`src/sv/otc_pkg.sv`:
```
`timescale 1ns / 1ps
// package for the oblique tree classifier
// shared constants, command codes, fsm states and controller/datapath structs
package otc_pkg;

    localparam int MaxNodes    = 256;
    localparam int MaxRows     = 1024;
    localparam int MaxFeatures = 64;
    localparam int MaxDepth    = 64;

    localparam int NodeW  = $clog2(MaxNodes);
    localparam int RowW   = $clog2(MaxRows);
    localparam int FeatW  = $clog2(MaxFeatures);
    localparam int RcntW  = RowW + 1;
    localparam int BlkW   = NodeW + 1;
    localparam int DepthW = $clog2(MaxDepth + 1);

    typedef enum logic [1:0] {
        CMD_WR_NODE = 2'd0,
        CMD_WR_ROW  = 2'd1,
        CMD_WR_FEAT = 2'd2,
        CMD_CLASSIFY = 2'd3
    } cmd_t;

    typedef enum logic [3:0] {
        ST_IDLE,
        ST_NODE_RD,
        ST_NODE_CHK,
        ST_ORD,
        ST_SEEK,
        ST_SCAN,
        ST_SCAN_DRAIN,
        ST_DECIDE,
        ST_OUT
    } state_t;

    typedef struct packed {
        logic node_rd;
        logic ord_clr;
        logic ord_step;
        logic seek_clr;
        logic seek_step;
        logic scan_start;
        logic scan_step;
        logic acc_clr;
        logic take_branch;
        logic root;
    } ctl_cmd_t;

    typedef struct packed {
        logic is_leaf;
        logic ord_done;
        logic seek_done;
        logic blk_empty;
        logic scan_done;
        logic acc_busy;
    } ctl_sts_t;

endpackage

```
`src/sv/otc_ctrl.sv`:
```
`timescale 1ns / 1ps
// controller state machine of the oblique tree classifier
// depends on otc_pkg
module otc_ctrl (
    input  logic              aclk,
    input  logic              aresetn,
    input  logic              start,
    input  otc_pkg::ctl_sts_t sts,
    input  logic              out_free,
    output otc_pkg::ctl_cmd_t cmd,
    output logic              busy,
    output logic              out_load,
    output logic              err
);

    otc_pkg::state_t state_reg, state_next;
    logic [otc_pkg::DepthW-1:0] steps_reg, steps_next;
    logic depth_hit;

    assign depth_hit = steps_reg == otc_pkg::DepthW'(otc_pkg::MaxDepth);
    // a leaf reached on the last allowed step is not an error
    assign err = depth_hit && !sts.is_leaf;

    always_ff @(posedge aclk) begin
        if (!aresetn) begin
            state_reg <= otc_pkg::ST_IDLE;
            steps_reg <= '0;
        end else begin
            state_reg <= state_next;
            steps_reg <= steps_next;
        end
    end

    always_comb begin
        state_next = state_reg;
        steps_next = steps_reg;
        unique case (state_reg)
            otc_pkg::ST_IDLE: begin
                if (start) begin
                    state_next = otc_pkg::ST_NODE_RD;
                    steps_next = '0;
                end
            end
            otc_pkg::ST_NODE_RD: state_next = otc_pkg::ST_NODE_CHK;
            otc_pkg::ST_NODE_CHK: begin
                if (sts.is_leaf || depth_hit) state_next = otc_pkg::ST_OUT;
                else state_next = otc_pkg::ST_ORD;
            end
            otc_pkg::ST_ORD: if (sts.ord_done) state_next = otc_pkg::ST_SEEK;
            otc_pkg::ST_SEEK: begin
                if (sts.seek_done) begin
                    if (sts.blk_empty) state_next = otc_pkg::ST_DECIDE;
                    else state_next = otc_pkg::ST_SCAN;
                end
            end
            otc_pkg::ST_SCAN: if (sts.scan_done) state_next = otc_pkg::ST_SCAN_DRAIN;
            otc_pkg::ST_SCAN_DRAIN: if (!sts.acc_busy) state_next = otc_pkg::ST_DECIDE;
            otc_pkg::ST_DECIDE: begin
                state_next = otc_pkg::ST_NODE_RD;
                steps_next = steps_reg + 1'b1;
            end
            otc_pkg::ST_OUT: if (out_free) state_next = otc_pkg::ST_IDLE;
            default: state_next = otc_pkg::ST_IDLE;
        endcase
    end

    always_comb begin
        cmd = '0;
        busy = state_reg != otc_pkg::ST_IDLE;
        out_load = 1'b0;
        unique case (state_reg)
            otc_pkg::ST_IDLE: cmd.root = start;
            otc_pkg::ST_NODE_RD: cmd.node_rd = 1'b1;
            otc_pkg::ST_NODE_CHK: begin
                cmd.ord_clr = 1'b1;
                cmd.seek_clr = 1'b1;
                cmd.acc_clr = 1'b1;
            end
            otc_pkg::ST_ORD: cmd.ord_step = 1'b1;
            otc_pkg::ST_SEEK: begin
                cmd.seek_step = 1'b1;
                cmd.scan_start = sts.seek_done;
            end
            otc_pkg::ST_SCAN: cmd.scan_step = 1'b1;
            otc_pkg::ST_SCAN_DRAIN: ;
            otc_pkg::ST_DECIDE: cmd.take_branch = 1'b1;
            otc_pkg::ST_OUT: out_load = out_free;
            default: ;
        endcase
    end

endmodule

```
`config.mk`:
```
export PLATFORM = sky130hd
export DESIGN_NAME = otc_ctrl
export DESIGN_NICKNAME = d
export VERILOG_FILES = /design/src/sv/otc_pkg.sv /design/src/sv/otc_ctrl.sv
export SDC_FILE = /design/constraint.sdc
export NUM_CORES = 1
export LEC_CHECK = 0
export BUFFER_PORTS_ARGS = -buffer_cell sky130_fd_sc_hd__buf_2
export CAP_MARGIN = 20
export CORE_ASPECT_RATIO = 1.5
export CORE_MARGIN = 2
export CORE_UTILIZATION = 30
export DETAILED_ROUTE_END_ITERATION = 8
export GPL_ROUTABILITY_DRIVEN = 0
export HOLD_SLACK_MARGIN = 0.08
export SLEW_MARGIN = 20
export SYNTH_ARGS = -nofsm -noshare
export SYNTH_HDL_FRONTEND = slang
export SYNTH_SLANG_ARGS = --single-unit
```
`constraint.sdc`:
```
create_clock -name aclk -period 2.2 [get_ports aclk]
set_input_delay 0.11 -clock aclk [delete_from_list [all_inputs] [get_ports aclk]]
set_output_delay 0.11 -clock aclk [all_outputs]
set_load 0.03 [all_outputs]
```
# Yosys cells after proc, flatten, opt, wreduce, memory -nomap -nowiden
# Cells that the tools add are included.
[word_totals]
register_bits = 11
latchBits = 0
ram_bits = 0
mem_bits_ro = 0
in_bits = 10
output_inout_bits = 13
wordCells = 45
mem_count = 0
[classes]
addsub = 1
n_mul = 0
n_div = 0
n_lt_le_gt_ge = 0
n_eq_ne = 15
shift = 0
muxes = 19
n_bitwise = 0
n_reduce_logical = 8
[ops]
columns = ["op", "count"]
rows = [
  ["$pmux W4 S9", 1],
  ["$mux W4", 7],
  ["$eq A4 B3 Y1 const B", 4],
  ["$pmux W7 S2", 1],
  ["$ne A2 B2 Y1 const B", 6],
  ["$eq A4 B2 Y1 const B", 2],
  ["$add A7 B1 Y7 const B", 1],
  ["$eq A7 B7 Y1 const B", 1],
  ["$mux W1", 7],
  ["$mux W7", 1],
  ["$reduce_and A6 Y1", 1],
  ["$eq A4 B1 Y1 const B", 1],
  ["$eq A4 B4 Y1 const B", 1],
  ["$logic_not A4 Y1", 1],
  ["$mux W2", 2],
  ["$reduce_bool A4 Y1", 1],
  ["$reduce_and A2 Y1", 1],
  ["$reduce_bool A2 Y1", 1],
  ["$logic_and A1 B1 Y1", 1],
  ["$logic_not A1 Y1", 1],
  ["$logic_or A1 B1 Y1", 1],
]

# Longest topological paths before layout
# Gate-level depths: netlist of run 1.
[logic_depth]
ltp_word = 4
mapped_depth = 6
depth_no_buf = 6

# Least setup slack after synthesis of run 1
# Ideal clock, no wire load.
[synth_path]
path_type = "register -> output"
start = "reg state_reg[1]"
end = "out cmd[4] (netlist bit)"
arrival_ps = 1743
required_ps = 2090
path_slack_ps = 347
stages_incl_launch_ff = 5
path_buffers = 1
path_cell_list = "dfxtp_1 > buf_2 > nand2b_1 > nor3_1 > and2_1"
[synth_rtl]
columns = ["element", "line_no", "rtl"]
rows = [
  ["start: declaration", "otc_ctrl.sv:16", "otc_pkg::state_t state_reg, state_next;"],
  ["start signal: assignment", "otc_ctrl.sv:26", "state_reg <= otc_pkg::ST_IDLE;"],
  ["start signal: assignment", "otc_ctrl.sv:29", "state_reg <= state_next;"],
  ["end: declaration", "otc_ctrl.sv:10", "output otc_pkg::ctl_cmd_t cmd,"],
]

==> impl_metrics.py, run 1 <==
metrics = {
    "clock_network": {
        "clockBufferDepth": 2,
        "hold_buffers": 0,
        "cts_made_buffers": 3,
        "htree_levels": 1,
        "path_clk_slew_ns": 0.07,
        "ctsResizeCount": 0,
        "cts_tree": "built",
        "post_cts_buffers": 0,
        "cts_num_sinks": 11,
        "insertion_delay_ns": 0.28,
        "cts_root_buf": "clkbuf_4",
    },
    "final_layout": {
        "post-route-cell-area_um2": 901,
        "nFillCells": 266,
        "fin_cells": 142,
        "largest_reg_flops": 7,
        "drive_above_1_share_pct": 26.3,
        "nets": 131,
        "final_core_util_pct": 36.4,
        "antennaDiodeCount": 0,
        "area_growth_pct": 13.6,
    },
    "logic_synthesis": {
        "post-synth-top-count-cell": "nor2_1",
        "synth.area.top_cells": "dfxtp_1, nor2_1, buf_6, nand2_1, a211oi_2",
        "syn_inst": 99,
        "synth_top_area_share_pct": 27.8,
        "async_reset_ff_share_pct": 0,
        "synth_cell_types": 39,
        "syn-num-nets": 111,
        "synth_warnings": 0,
        "synth-edff-count": 0,
        "synthFlopType": "dfxtp_1",
        "yosysSeqAreaShare_pct": 27.8,
        "synth_area_um2": 793,
        "yosysTopAreaCell": "dfxtp_1",
        "syn_area_per_cell_um2": 8.01,
        "synthTopCellsByCount": "nor2_1, dfxtp_1, nand2_1, a21oi_1, nor3_1",
        "ys_ff_latch": 11,
    },
    "grt": {
        "grt_pass1_wl_um": 3160,
        "grt_max_degree": 18,
        "busiest_layer": "met2",
        "grtUsageTotal_pct": 14.1,
        "grt_pass1_vias": 766,
        "grt_overflow_total": 0,
        "grt_use_met1_pct": 12.8,
        "antenna_found_initial": 0,
        "grt_use_met3_pct": 3.79,
        "grt.met2_usage_pct": 26.7,
    },
    "floorplan": {
        "floorplan.initialDensity_pct": 32.0,
        "die_area_um2": 3080,
        "boundaryPins": 23,
        "core-area_um2": 2480,
        "die_h_um": 67.0,
        "die_x_um": 46.0,
        "rows": 22,
    },
    "timing": {
        "setup_tns_ns": 0,
        "fmax_mhz": 573,
        "timing.final.ws_setup_ns": 0.455,
        "rsz0062_at_grt": "false",
        "timing.hold.ws_ns": 0.122,
        "finClkSkew_ns": 0.00239,
        "hold_violations": 0,
        "slew-limit-headroom_pct": 63.6,
        "setup_viol_count_final": 0,
        "slew_violations": 0,
        "finalCritPeriodShare_pct": 79.3,
        "fin_crit_ns": 1.74,
        "worstMarginPinSlew_ns": 0.538,
    },
    "worst_hold_path": {
        "min_path_type": "input port to flip-flop",
    },
    "worst_setup_path": {
        "endpoint_kind": "primary output",
        "worst_setup_path_start_kind": "flip-flop",
        "path_max_fanout": 17,
        "crit_type": "flip-flop to primary output",
        "arrival_ns": 1.63,
        "crit_required_ns": 2.09,
    },
    "pwr": {
        "power_uw": 808,
        "intPower_uw": 425,
        "power-per-cell-area_nw_per_um2": 897,
        "ir_drop_v": 0.000321,
        "p_sw_share_pct": 47.4,
        "clockPowerShare_pct": 17.8,
        "seq_power_share_pct": 36.0,
        "p_comb_share_pct": 46.3,
        "p_switching_uw": 383,
        "p_leak_nw": 0.405,
    },
    "detailed_routing": {
        "drc": 0,
        "drtIter0Drc": 12,
        "wl_per_cell_um": 13.3,
        "viasPerCell": 5.58,
        "dr.pass1.iters": 4,
        "antenna_left": 0,
        "vias": 792,
        "drt-total-wl_um": 1890,
    },
    "placement": {
        "dp.cells": 138,
        "placed_area_um2": 875,
        "place_ws_ns": 0.634,
        "port_buffers": 22,
        "dp_hpwl_um": 1390,
    },
    "job": {
        "max-cap-violations": 0,
    },
    "outcome": {
        "status": "finished, final reports clean",
    },
}
-- kinds of logic (layout without fill, tap and decap cells) --
family	Yosys count	count (layout)	synth area share (%)
adders and majority gates	2	2	3.15
muxes	2	2	2.52
DFF	11	11	27.8
xor gates and xnor gates	3	3	3.31
and+or+nand+nor	49	49	36.0
buffers and inverters	12	31	9.78
AOI/OAI and AO/OA	20	20	17.5
-- layer usage --
layer / vias up / share of wire, %
met5: - / 0
met4: 0 / 2.1
met3: 5 / 5.0
met2: 25 / 51
met1: 372 / 41
li1: 390 / -
-- layout by cell type, fill, tap and decap left out, types with 2 or more instances in the layout --
master,count
nand4_1,2
xor2_1,2
nand2_1,7
clkbuf_4,3
nor3_1,5
o21ai_0,4
dfxtp_1,11
and3_1,4
a21oi_1,5
ha_1,2
inv_1,4
nor4b_1,2
nor3b_1,2
nand2b_1,4
mux2i_1,2
nor2_1,13
a211oi_2,2
buf_2,22
nand3b_1,2
-- layout make-up --
| class | count | area [um^2] | share of cell area [%] |
|---|---|---|---|
| clock buffers | 4 | 26.3 | 2.92 |
| inverters | 5 | 18.8 | 2.08 |
| multi-input cells | 76 | 495 | 55.0 |
| flip-flops and latches | 11 | 220 | 24.4 |
| well taps | 24 | 30.0 | 3.33 |
| repair buffers | 22 | 110 | 12.2 |
-- critical path, cell delays in order, from the launching register on --
cell and delay (ns):
dfxtp_1 0.64, nand4b_1 0.27, inv_2 0.22, buf_2 0.23
-- power by group through the flow --
stage	Combinational [mW]	Clock, mW	Sequential, mW
final	0.374	0.144	0.291
after global routing	0.406	0.161	0.298
after CTS	0.376	0.145	0.289
after detailed placement	0.374	0	0.294
after global placement	0.370	0	0.291
after floorplan	0.358	0	0.241
-- final timing paths --
check | start | to | slack, ns | cells past startpoint
worst max register to register | state_reg[0] | steps_reg[5] | 0.60 | 5
worst min register to register | steps_reg[2] | steps_reg[2] | 0.53 | 2
worst max-delay path | state_reg[0] | cmd[1] | 0.46 | 3
worst min-delay path | aresetn | state_reg[3] | 0.12 | 3
No activity file was read; power rests on OpenSTA's default activity.
==> run 2, diff against run 1 <==
==> constraint.sdc (replaced) <==
create_clock -name aclk -period 1.55 [get_ports aclk]
set_input_delay 0.0775 -clock aclk [delete_from_list [all_inputs] [get_ports aclk]]
set_output_delay 0.0775 -clock aclk [all_outputs]
set_load 0.03 [all_outputs]
==> impl_metrics.py, run 2 (same netlist as run 1, synthesis figures left out) <==
metrics = {
    "final_layout": {
        "drive_above_1_share_pct": 37.1,
        "final_core_util_pct": 40.9,
        "area_growth_pct": 27.8,
        "fin_cells": 148,
        "layout_commonest_cell": "buf_2",
        "nFillCells": 258,
        "largest_reg_flops": 7,
        "nets": 137,
        "post-route-cell-area_um2": 1010,
        "layout_common_cells": "buf_2, nor2_1, nand2_1, dfxtp_1, buf_4",
        "antennaDiodeCount": 0,
    },
    "worst_setup_path": {
        "path_max_fanout": 7,
        "worst_setup_path_start_kind": "flip-flop",
        "arrival_ns": 1.39,
        "rrSetupSlack_ns": 0.20,
        "r2r_end": "steps_reg[3]",
        "crit_type": "flip-flop to primary output",
        "crit_required_ns": 1.47,
        "endpoint_kind": "primary output",
        "reg2regPathDepth": 6,
        "rr_startpoint": "state_reg[2]",
    },
    "timing": {
        "finClkSkew_ns": 0.00282,
        "timing.hold.ws_ns": 0.100,
        "finalCritPeriodShare_pct": 94.9,
        "fmax_mhz": 680,
        "setup_viol_count_final": 0,
        "hold_violations": 0,
        "setup_tns_ns": 0,
        "rsz0062_at_grt": "false",
        "slew-limit-headroom_pct": 77.9,
        "fin_crit_ns": 1.47,
        "worstMarginPinSlew_ns": 0.326,
        "slew_violations": 0,
        "timing.final.ws_setup_ns": 0.0796,
    },
    "pwr": {
        "p_switching_uw": 574,
        "ir_drop_v": 0.000496,
        "p_leak_nw": 0.450,
        "p_sw_share_pct": 45.3,
        "power_mw": 1.27,
        "clockPowerShare_pct": 15.5,
        "seq_power_share_pct": 29.8,
        "intPower_uw": 694,
        "power-per-cell-area_nw_per_um2": 1250,
        "p_comb_share_pct": 54.8,
    },
    "grt": {
        "antenna_found_initial": 0,
        "grt_pass1_vias": 761,
        "grt_max_degree": 10,
        "grt_overflow_total": 0,
        "grt_pass1_wl_um": 3040,
        "grtUsageTotal_pct": 13.4,
    },
    "detailed_routing": {
        "viasPerCell": 5.38,
        "antenna_left": 0,
        "dr.pass1.iters": 4,
        "vias": 796,
        "drtIter0Drc": 3,
        "drc": 0,
        "drt-total-wl_um": 1820,
        "wl_per_cell_um": 12.3,
    },
    "worst_hold_path": {
        "min_from": "aresetn",
        "hold_path_depth": 3,
        "min_path_type": "input port to flip-flop",
        "whs_endpoint": "state_reg[0]",
    },
    "clock_network": {
        "path_clk_slew_ns": 0.07,
        "htree_levels": 1,
        "cts_made_buffers": 3,
        "cts_num_sinks": 11,
        "cts_tree": "built",
        "hold_buffers": 0,
        "cts_root_buf": "clkbuf_4",
        "insertion_delay_ns": 0.27,
        "clockBufferDepth": 2,
    },
    "placement": {
        "dp_hpwl_um": 1430,
        "place_ws_ns": 0.165,
        "dp.cells": 143,
        "placed_area_um2": 923,
        "port_buffers": 22,
    },
    "floorplan": {
        "die_area_um2": 3080,
        "die_x_um": 46.0,
        "rows": 22,
        "floorplan.initialDensity_pct": 32.0,
        "core-area_um2": 2480,
        "boundaryPins": 23,
        "die_h_um": 67.0,
    },
    "outcome": {
        "status": "finished, final reports clean",
    },
    "job": {
        "max-cap-violations": 0,
    },
}
run 2: cell types whose count changed in the layout (fill, tap and decap cells not counted), moves of 2 or more:
cell	before	now
dfxtp_1	11	7
buf_4	0	6
dfxtp_4	0	2
dfxtp_2	0	2
buf_6	0	4
buf_2	22	17
run 2: timing repair:
item / 4_1_cts / 5_1_grt
resized for setup: 2 / 21
setup endpoints to repair: 2 / 10
setup buffers: 0 / 1
hold endpoints to repair: 0 / 0
pin swaps: 0 / 1
run 2: per-layer routing:
metal  global-route usage (%)  wire length (um)
met1                     14.1               745
met2                     24.3               973
met3                     1.90                88
met4                     6.43                14
met5                        0                 0
run 2: power groups by stage:
| stage | clock network (mW) | logic (mW) | registers (mW) |
|---|---|---|---|
| detailed placement | 0 | 0.642 | 0.371 |
| CTS | 0.206 | 0.645 | 0.366 |
| global placement | 0 | 0.636 | 0.370 |
| finish | 0.196 | 0.694 | 0.377 |
| floorplan | 0 | 0.523 | 0.342 |
| global route | 0.215 | 0.751 | 0.385 |
run 2: worst max-delay path, cell delays in order (launching register included):
cell and delay [ns]:
dfxtp_4 0.36, buf_6 0.13, nand2b_4 0.15, nor3_4 0.30
buf_6 0.18
run 2: worst max path at each step:
stage                      start           end  slack [ns]  depth (start not counted)
floorplan           state_reg[1]        cmd[4]        0.02                          4
global placement    state_reg[2]  state_reg[0]        0.20                          4
detailed placement  state_reg[3]  state_reg[0]        0.17                          4
CTS                 state_reg[2]        cmd[8]        0.01                          4
global route        steps_reg[2]           err        0.01                          5
finish              state_reg[2]        cmd[8]        0.08                          4
run 2: final cells by class:
cell class / instances / area (um^2) / area share (%)
timing repair buffer: 28 / 183 / 18.0
tap: 24 / 30.0 / 2.96
sequential: 11 / 230 / 22.7
inverter: 5 / 18.8 / 1.85
multi-input combinational: 76 / 526 / 51.9
clock buffer: 4 / 26.3 / 2.59
